$ cat config.mk
export PLATFORM = sky130hd
export DESIGN_NAME = packet_protocol_counter_port_filter
export DESIGN_NICKNAME = d
export VERILOG_FILES = /design/src/design/ppcpf_pkg.sv /design/src/design/ppcpf_parse.sv /design/src/design/ppcpf_count.sv /design/src/design/packet_protocol_counter_port_filter.sv
export SDC_FILE = /design/constraint.sdc
export NUM_CORES = 1
export LEC_CHECK = 0
export ABC_CLOCK_PERIOD_IN_PS = 13570
export BUFFER_PORTS_ARGS = -buffer_cell sky130_fd_sc_hd__buf_2
export CAP_MARGIN = 20
export CELL_PAD_IN_SITES_DETAIL_PLACEMENT = 0
export CELL_PAD_IN_SITES_GLOBAL_PLACEMENT = 1
export CORE_UTILIZATION = 35
export DETAILED_ROUTE_END_ITERATION = 7
export PLACE_DENSITY_LB_ADDON = 0.3
export SETUP_SLACK_MARGIN = 0.05
export SLEW_MARGIN = 15
export SYNTH_ARGS = -nofsm -noshare
export SYNTH_HDL_FRONTEND = slang
export SYNTH_SLANG_ARGS = --single-unit
$ cat constraint.sdc
create_clock -name clk -period 13.57 [get_ports clk]
set_clock_uncertainty 0.05 [all_clocks]
set_input_delay 0 -clock clk [delete_from_list [all_inputs] [get_ports clk]]
set_output_delay 0 -clock clk [all_outputs]
set_load 0.02 [all_outputs]
$ cat src/design/ppcpf_pkg.sv
`timescale 1ns / 1ps
// ----------------------------------------------------------------------------
// ppcpf_pkg
// shared types and constants for the packet protocol counter and port filter
// ----------------------------------------------------------------------------
package ppcpf_pkg;

  localparam logic [15:0] ETYPE_IPV4 = 16'h0800;
  localparam logic [15:0] ETYPE_IPV6 = 16'h86DD;
  localparam logic [7:0]  L4_TCP     = 8'd6;
  localparam logic [7:0]  L4_UDP     = 8'd17;
  localparam logic [7:0]  L4_ICMP    = 8'd1;
  localparam logic [7:0]  L4_ICMP6   = 8'd58;
  localparam logic [6:0]  POS_MAX    = 7'd127;
  localparam logic [6:0]  IPV6_L4_OFFSET = 7'd54;

  localparam logic [1:0] CLS_TCP   = 2'd0;
  localparam logic [1:0] CLS_UDP   = 2'd1;
  localparam logic [1:0] CLS_ICMP  = 2'd2;
  localparam logic [1:0] CLS_OTHER = 2'd3;

  typedef struct packed {
    logic [7:0] data_byte;
    logic       last_byte;
  } in_item_t;

  typedef struct packed {
    logic        drop;
    logic        counted;
    logic [1:0]  proto_class;
    logic [63:0] class_count;
  } out_item_t;

  // header fields as they stand after the current byte
  typedef struct packed {
    logic [7:0]  frame_len;
    logic [15:0] ether_type;
    logic [7:0]  ip_protocol;
    logic [6:0]  l4_offset;
    logic [15:0] dest_port;
  } frame_info_t;

endpackage

$ cat src/design/ppcpf_parse.sv
`timescale 1ns / 1ps
// ----------------------------------------------------------------------------
// ppcpf_parse
// per-frame byte position and header field capture
// ----------------------------------------------------------------------------
module ppcpf_parse (
  input  logic                   clk,
  input  logic                   rst,
  input  logic                   step,
  input  ppcpf_pkg::in_item_t    item,
  output ppcpf_pkg::frame_info_t info
);

  logic [6:0]  byte_position;
  logic [15:0] ether_type;
  logic [7:0]  ip_protocol;
  logic [6:0]  l4_offset;
  logic [15:0] dest_port;

  logic [6:0]  byte_position_next;
  logic [15:0] ether_type_next;
  logic [7:0]  ip_protocol_next;
  logic [6:0]  l4_offset_next;
  logic [15:0] dest_port_next;
  logic [7:0]  pos_wide;
  logic [7:0]  l4_wide;
  logic        is_ipv4;
  logic        is_ipv6;

  always_comb begin
    pos_wide = {1'b0, byte_position};
    l4_wide  = {1'b0, l4_offset};
    is_ipv4  = (ether_type == ppcpf_pkg::ETYPE_IPV4);
    is_ipv6  = (ether_type == ppcpf_pkg::ETYPE_IPV6);

    ether_type_next = ether_type;
    if (byte_position == 7'd12) begin
      ether_type_next = {item.data_byte, 8'h00};
    end else if (byte_position == 7'd13) begin
      ether_type_next = {ether_type[15:8], item.data_byte};
    end

    l4_offset_next = l4_offset;
    if (byte_position == 7'd14) begin
      if (is_ipv4) begin
        l4_offset_next = 7'd14 + {1'b0, item.data_byte[3:0], 2'b00};
      end else if (is_ipv6) begin
        l4_offset_next = ppcpf_pkg::IPV6_L4_OFFSET;
      end
    end

    ip_protocol_next = ip_protocol;
    if ((byte_position == 7'd23 && is_ipv4) || (byte_position == 7'd20 && is_ipv6)) begin
      ip_protocol_next = item.data_byte;
    end

    // l4_offset only changes at byte 14, below the earliest port byte
    dest_port_next = dest_port;
    if (byte_position >= 7'd16 && pos_wide == l4_wide + 8'd2) begin
      dest_port_next = {item.data_byte, 8'h00};
    end else if (byte_position >= 7'd16 && pos_wide == l4_wide + 8'd3) begin
      dest_port_next = {dest_port[15:8], item.data_byte};
    end

    if (byte_position == ppcpf_pkg::POS_MAX) begin
      byte_position_next = byte_position;
    end else begin
      byte_position_next = byte_position + 7'd1;
    end

    info.frame_len   = pos_wide + 8'd1;
    info.ether_type  = ether_type_next;
    info.ip_protocol = ip_protocol_next;
    info.l4_offset   = l4_offset_next;
    info.dest_port   = dest_port_next;
  end

  always_ff @(posedge clk) begin
    if (rst) begin
      byte_position <= '0;
      ether_type    <= '0;
      ip_protocol   <= '0;
      l4_offset     <= '0;
      dest_port     <= '0;
    end else if (step) begin
      if (item.last_byte) begin
        byte_position <= '0;
        ether_type    <= '0;
        ip_protocol   <= '0;
        l4_offset     <= '0;
        dest_port     <= '0;
      end else begin
        byte_position <= byte_position_next;
        ether_type    <= ether_type_next;
        ip_protocol   <= ip_protocol_next;
        l4_offset     <= l4_offset_next;
        dest_port     <= dest_port_next;
      end
    end
  end

endmodule

$ cat src/design/ppcpf_count.sv
`timescale 1ns / 1ps
// ----------------------------------------------------------------------------
// ppcpf_count
// frame classification, port verdict and per-class counters
// ----------------------------------------------------------------------------
module ppcpf_count #(
  parameter int COUNTER_BITS = 64
) (
  input  logic                   clk,
  input  logic                   rst,
  input  logic                   cfg_write,
  input  logic [15:0]            cfg_data,
  input  logic                   frame_end,
  input  ppcpf_pkg::frame_info_t info,
  output ppcpf_pkg::out_item_t   result
);

  logic [15:0]             drop_port;
  logic [COUNTER_BITS-1:0] class_counters [4];
  logic [COUNTER_BITS-1:0] count_next;

  logic       ok;
  logic       is_ip;
  logic [1:0] cls;
  logic       drop;
  logic [7:0] l4_wide;

  always_comb begin
    l4_wide = {1'b0, info.l4_offset};
    ok    = 1'b1;
    is_ip = 1'b0;
    if (info.frame_len < 8'd14) begin
      ok = 1'b0;
    end else if (info.ether_type == ppcpf_pkg::ETYPE_IPV4) begin
      is_ip = 1'b1;
      if (info.frame_len < 8'd34 || l4_wide > info.frame_len) begin
        ok = 1'b0;
      end
    end else if (info.ether_type == ppcpf_pkg::ETYPE_IPV6) begin
      is_ip = 1'b1;
      if (info.frame_len < 8'd54) begin
        ok = 1'b0;
      end
    end

    cls = ppcpf_pkg::CLS_OTHER;
    if (is_ip) begin
      if (info.ip_protocol == ppcpf_pkg::L4_TCP) begin
        cls = ppcpf_pkg::CLS_TCP;
      end else if (info.ip_protocol == ppcpf_pkg::L4_UDP) begin
        cls = ppcpf_pkg::CLS_UDP;
      end else if (info.ip_protocol == ppcpf_pkg::L4_ICMP ||
                   info.ip_protocol == ppcpf_pkg::L4_ICMP6) begin
        cls = ppcpf_pkg::CLS_ICMP;
      end
    end

    drop = 1'b0;
    if (ok && is_ip && drop_port != 16'd0 && info.dest_port == drop_port) begin
      if (cls == ppcpf_pkg::CLS_TCP && l4_wide + 8'd20 <= info.frame_len) begin
        drop = 1'b1;
      end else if (cls == ppcpf_pkg::CLS_UDP && l4_wide + 8'd8 <= info.frame_len) begin
        drop = 1'b1;
      end
    end

    count_next = class_counters[cls] + COUNTER_BITS'(1);

    if (ok) begin
      result.drop        = drop;
      result.counted     = 1'b1;
      result.proto_class = cls;
      result.class_count = 64'(count_next);
    end else begin
      result = '0;
    end
  end

  always_ff @(posedge clk) begin
    if (rst) begin
      drop_port <= '0;
    end else if (cfg_write) begin
      drop_port <= cfg_data;
    end
  end

  always_ff @(posedge clk) begin
    if (rst) begin
      for (int i = 0; i < 4; i++) begin
        class_counters[i] <= '0;
      end
    end else if (frame_end && ok) begin
      class_counters[cls] <= count_next;
    end
  end

endmodule

$ cat src/design/packet_protocol_counter_port_filter.sv
`timescale 1ns / 1ps
// ----------------------------------------------------------------------------
// packet_protocol_counter_port_filter
// ethernet frame classifier with per-protocol counters and an l4
// destination port filter; one frame byte per item
// ----------------------------------------------------------------------------
//
//   channel  | handshake                      | payload
//   ---------+--------------------------------+---------------------------
//   frame    | frame_valid / frame_ready      | frame_item  (byte, last)
//   result   | result_valid / result_ready    | result_item (verdict, count)
//   cfg      | cfg_valid / cfg_ready (always) | cfg_data    (blocked port)
//
// one item per cycle sustained, unless a last-byte item stalls; an item goes from acceptance
// to its result through the input register, then parse and count into the result register
// only a last-byte item makes a result; other bytes just update header state
// a last-byte item waits in the input register while the result register is
// full and not being taken; other bytes never stall
// synchronous reset clears the frame state, counters and blocked port
// ----------------------------------------------------------------------------
module packet_protocol_counter_port_filter #(
  parameter int COUNTER_BITS = 64
) (
  input  logic                 clk,
  input  logic                 rst,
  input  logic                 frame_valid,
  output logic                 frame_ready,
  input  ppcpf_pkg::in_item_t  frame_item,
  output logic                 result_valid,
  input  logic                 result_ready,
  output ppcpf_pkg::out_item_t result_item,
  input  logic                 cfg_valid,
  output logic                 cfg_ready,
  input  logic [15:0]          cfg_data
);

  // input register
  logic                stage_valid;
  ppcpf_pkg::in_item_t stage_item;
  logic                stage_fire;

  // parse and count outputs
  ppcpf_pkg::frame_info_t info;
  ppcpf_pkg::out_item_t   result;

  // a byte moves on unless it is a frame end and the result slot is blocked
  assign stage_fire  = stage_valid &&
                       (!stage_item.last_byte || !result_valid || result_ready);
  assign frame_ready = !stage_valid || stage_fire;
  assign cfg_ready   = 1'b1;

  always_ff @(posedge clk) begin
    if (rst) begin
      stage_valid <= 1'b0;
    end else if (frame_valid && frame_ready) begin
      stage_valid <= 1'b1;
    end else if (stage_fire) begin
      stage_valid <= 1'b0;
    end
  end

  always_ff @(posedge clk) begin
    if (frame_valid && frame_ready) begin
      stage_item <= frame_item;
    end
  end

  ppcpf_parse u_parse (
    .clk  (clk),
    .rst  (rst),
    .step (stage_fire),
    .item (stage_item),
    .info (info)
  );

  ppcpf_count #(
    .COUNTER_BITS (COUNTER_BITS)
  ) u_count (
    .clk       (clk),
    .rst       (rst),
    .cfg_write (cfg_valid && cfg_ready),
    .cfg_data  (cfg_data),
    .frame_end (stage_fire && stage_item.last_byte),
    .info      (info),
    .result    (result)
  );

  // result register
  always_ff @(posedge clk) begin
    if (rst) begin
      result_valid <= 1'b0;
    end else if (stage_fire && stage_item.last_byte) begin
      result_valid <= 1'b1;
    end else if (result_ready) begin
      result_valid <= 1'b0;
    end
  end

  always_ff @(posedge clk) begin
    if (stage_fire && stage_item.last_byte) begin
      result_item <= result;
    end
  end

  // an input byte only holds when a frame end meets a full, stalled result slot
  assert property (@(posedge clk) disable iff (rst)
    stage_valid && !stage_fire |-> stage_item.last_byte && result_valid && !result_ready)
    else $error("input register stalled without a blocked result");

  // a fresh result needs a frame end in the cycle before
  assert property (@(posedge clk) disable iff (rst)
    $rose(result_valid) |-> $past(stage_fire && stage_item.last_byte))
    else $error("result appeared without a frame end");

  // only counted tcp or udp frames are dropped
  assert property (@(posedge clk) disable iff (rst)
    result_valid && result_item.drop |-> result_item.counted &&
      (result_item.proto_class == ppcpf_pkg::CLS_TCP ||
       result_item.proto_class == ppcpf_pkg::CLS_UDP))
    else $error("drop on a frame that is not counted tcp or udp");

  // uncounted frames carry zero class and count
  assert property (@(posedge clk) disable iff (rst)
    result_valid && !result_item.counted |->
      result_item.proto_class == ppcpf_pkg::CLS_TCP && result_item.class_count == 64'd0)
    else $error("short frame result carries class or count");

endmodule

==> results by group <==
Final layout
  • N_diodes: 0
  • Nets: 2095
  • Layout Cells excl Fill: 2836
  • Area growth from synthesis to layout: 15.93%
  • Layout cell share with drive strength beyond 1: 0.1265
  • Fillers: 5606

STA
  • Final Hold Viols: 0
  • Crit share post-route: 0.5175
  • F_max: 142.4 MHz
  • Worst hold slack: 34.11 ps
  • Least-Margin Pin Slew: 1120 ps
  • Fin crit period: 7022 ps
  • Setup TNS: 0 ps
  • Max-slew violations: 0
  • RSZ-0062 raised after global routing: no
  • Slew Limit Headroom: 0.2510
  • Setup-failing EPs final: 0

Logic synthesis
  • Top post-synthesis cells by area: edfxtp_1 (49%), nor2_1 (7.2%), dfxtp_1 (7.1%)
  • Sequential fraction of the synthesis area: 0.5622
  • Cell Area, Synth: 20350 um2
  • Top-count cell post-synth: nor2_1
  • Top FF cell, synth: edfxtp_1
  • Warning count from the yosys run: 0
  • Number of synthesized flops with an enable pin: 333
  • Mapped Cells: 1921
  • Area leader, netlist: edfxtp_1
  • Mean Syn Cell Area: 10.59 um2
  • Synthesized flop and latch total: 405
  • Synth cell types: 86
  • Synth top cells by count: nor2_1 (389), edfxtp_1 (333), a21oi_1 (135)
  • Share of flip-flops with an asynchronous set or reset: 0
  • Top-area cell type share of the netlist area: 0.4914
  • Post-Syn Nets: 1981

Drt
  • First DRT Iteration DRCs: 1220
  • Drt pass-1 iters: 5
  • Vias/cell: 5.562
  • Detailed Route WL: 62360 um
  • DR DRC count: 0
  • Detail Route Antenna Nets: 0
  • Routed WL per cell: 21.99 um
  • Vias: 15.77k

Global routing
  • Aggregate global routing overflow: 0
  • Largest net degree at the start of global routing: 74
  • First-pass GRT wire length: 94700 um
  • Total track usage: 0.2085
  • Vias in the first global route: 15.71k
  • Initial antenna violation count: 1

Power and ir drop
  • Peak VDD IR: 0.1088 mV
  • Static Leakage: 0.008461 uW
  • PwrDens: 117.2 nW/um2

Clock tree
  • CTS Root Cell: clkbuf_16
  • CTS Sinks: 405
  • H-tree Lvls: 2
  • Clk Latency, worst-skew pair: 600 ps
  • Post CTS Setup Buffer Count: 0
  • Clk slew on worst S/H paths: 60 ps
  • CTS tree: built
  • CTS buffer count: 46
  • Max clock buf depth: 3

Flow run
  • MaxCap Viol Count: 0

Floorplan
  • Die Span X: 243.1 um
  • Core box area: 57590 um2
  • Ports: 101
  • Die Ht: 243.1 um
  • Die area: 59110 um2
  • Initial Util: 0.3534
  • Num rows: 88

Setup path
  • CP Class: flop to flop
  • Slowest CP cell: a21oi_2
  • Critical path cell sequence: inv_1, ha_1, inv_1, or4_1, a21oi_2, mux2i_4, buf_4, nor3_4, buf_4, a2bb2oi_1, o21ai_0, nor4b_2, nand2_2, nor4_4, xor2_1, nor2_1
  • Critical Path AT: 7280 ps
  • Worst R2R Path Depth: 16
  • Buf+Inv Stages, Crit Path: 4
  • Stages on the worst setup path: 16
  • Crit-path leading delay family: simple AND/OR/NAND/NOR gates
  • CP Launch Type: flop
  • CP endpoint kind: flop
  • CP required: 13830 ps
  • Crit path max fanout: 19
  • CP peak stage delay: 850 ps

Placement
  • HPWL Detailed: 38500 um
  • Port-buffer cells: 99
  • Placed Cells: 2707
  • GPL Wtd Cong: 0.8261

Outcome
  • Status: finished clean

Worst hold path
  • Worst min path class: input pin to flop
  • Hold Crit Depth: 3
## state kept, by name, indices dropped and copies added (netlist names), 8 cells and up
signal                  cells
stage_item                  9
u_parse.ip_protocol         8
u_count.class_counters    256
u_parse.ether_type         16
result_item                68
u_count.drop_port          16
u_parse.dest_port          16
## placed cells by master (no fill, tap or decap), drive strengths merged, types with 35 or more instances in the layout
master and count:
nor2 389, edfxtp 333, a21oi 136, buf 130, nand2 127, mux2i 78, dfxtp 72, nand3 64
clkbuf 53, a22oi 49, dlygate4sd3 44, o21ai 44, xor2 41, xnor2 41, nor4 41, inv 35
## layer usage
layer / track usage / vias up / part of all wire
li1: - / 7314 / -
met1: 0.2707 / 7830 / 0.43
met2: 0.3539 / 519 / 0.49
met3: 0.03195 / 108 / 0.060
met4: 0.06881 / 2 / 0.027
met5: 0 / - / 0.00014
## metrics by stage
| step | utilization | power (uW) | instance area (um2) | setup slack, ps |
|---|---|---|---|---|
| 2_1_floorplan | - | 1502 | 20350 | 3096 |
| 3_3_place_gp | 0.3761 | 1544 | 21660 | 6674 |
| 3_5_place_dp | 0.3763 | 1546 | 21670 | 6601 |
| 4_1_cts | 0.4094 | 2790 | 23570 | 6571 |
| 5_1_grt | 0.4097 | 2851 | 23590 | 6241 |
| 6_report | 0.4097 | 2765 | 23590 | 6548 |
## what timing repair did
action	in CTS	in global routing
gates resized for setup	0	0
endpoints found under the hold margin	36	0
hold buffers	44	0
## where the power goes
| group | switching (uW) | internal (uW) |
|---|---|---|
| logic | 79.8 | 42.7 |
| clock network | 517 | 716 |
| registers | 24.4 | 1390 |
## logic make-up after synthesis
kind of cell	share of synthesized area
AOI/OAI and AO/OA	0.1233
xor gates and xnor gates	0.03529
adders and majority gates	0.01844
buffers and inverters	0.02982
DFF	0.5622
muxes	0.04464
other	0.0001843
and+or+nand+nor	0.1862
## layout make-up
cell class / count / area (um2) / share of cell area
Clock buffer: 53 / 1177 / 0.04990
Clock inverter: 31 / 287.8 / 0.01220
Inverter: 35 / 132.6 / 0.005622
Multi-Input combinational cell: 1373 / 8416 / 0.3567
Sequential cell: 405 / 11440 / 0.4849
Tap cell: 765 / 957.2 / 0.04057
Timing Repair Buffer: 174 / 1181 / 0.05006
## worst min-delay path, stage by stage
cell and delay (ps):
buf_2 90, buf_4 330, nor2_1 170
## path summary, 6_finish.rpt
check | from | endpoint | slack (ps)
worst min register to register | u_parse.ether_type[1] | u_parse.ether_type[1] | 450
worst min-delay path | rst | u_parse.ip_protocol[6] | 30
worst max register to register | u_parse.byte_position[0] | u_count.class_counters[1][46] | 6550
worst max-delay path | u_parse.byte_position[0] | u_count.class_counters[1][46] | 6550
(Power assumes the default switching activity.)
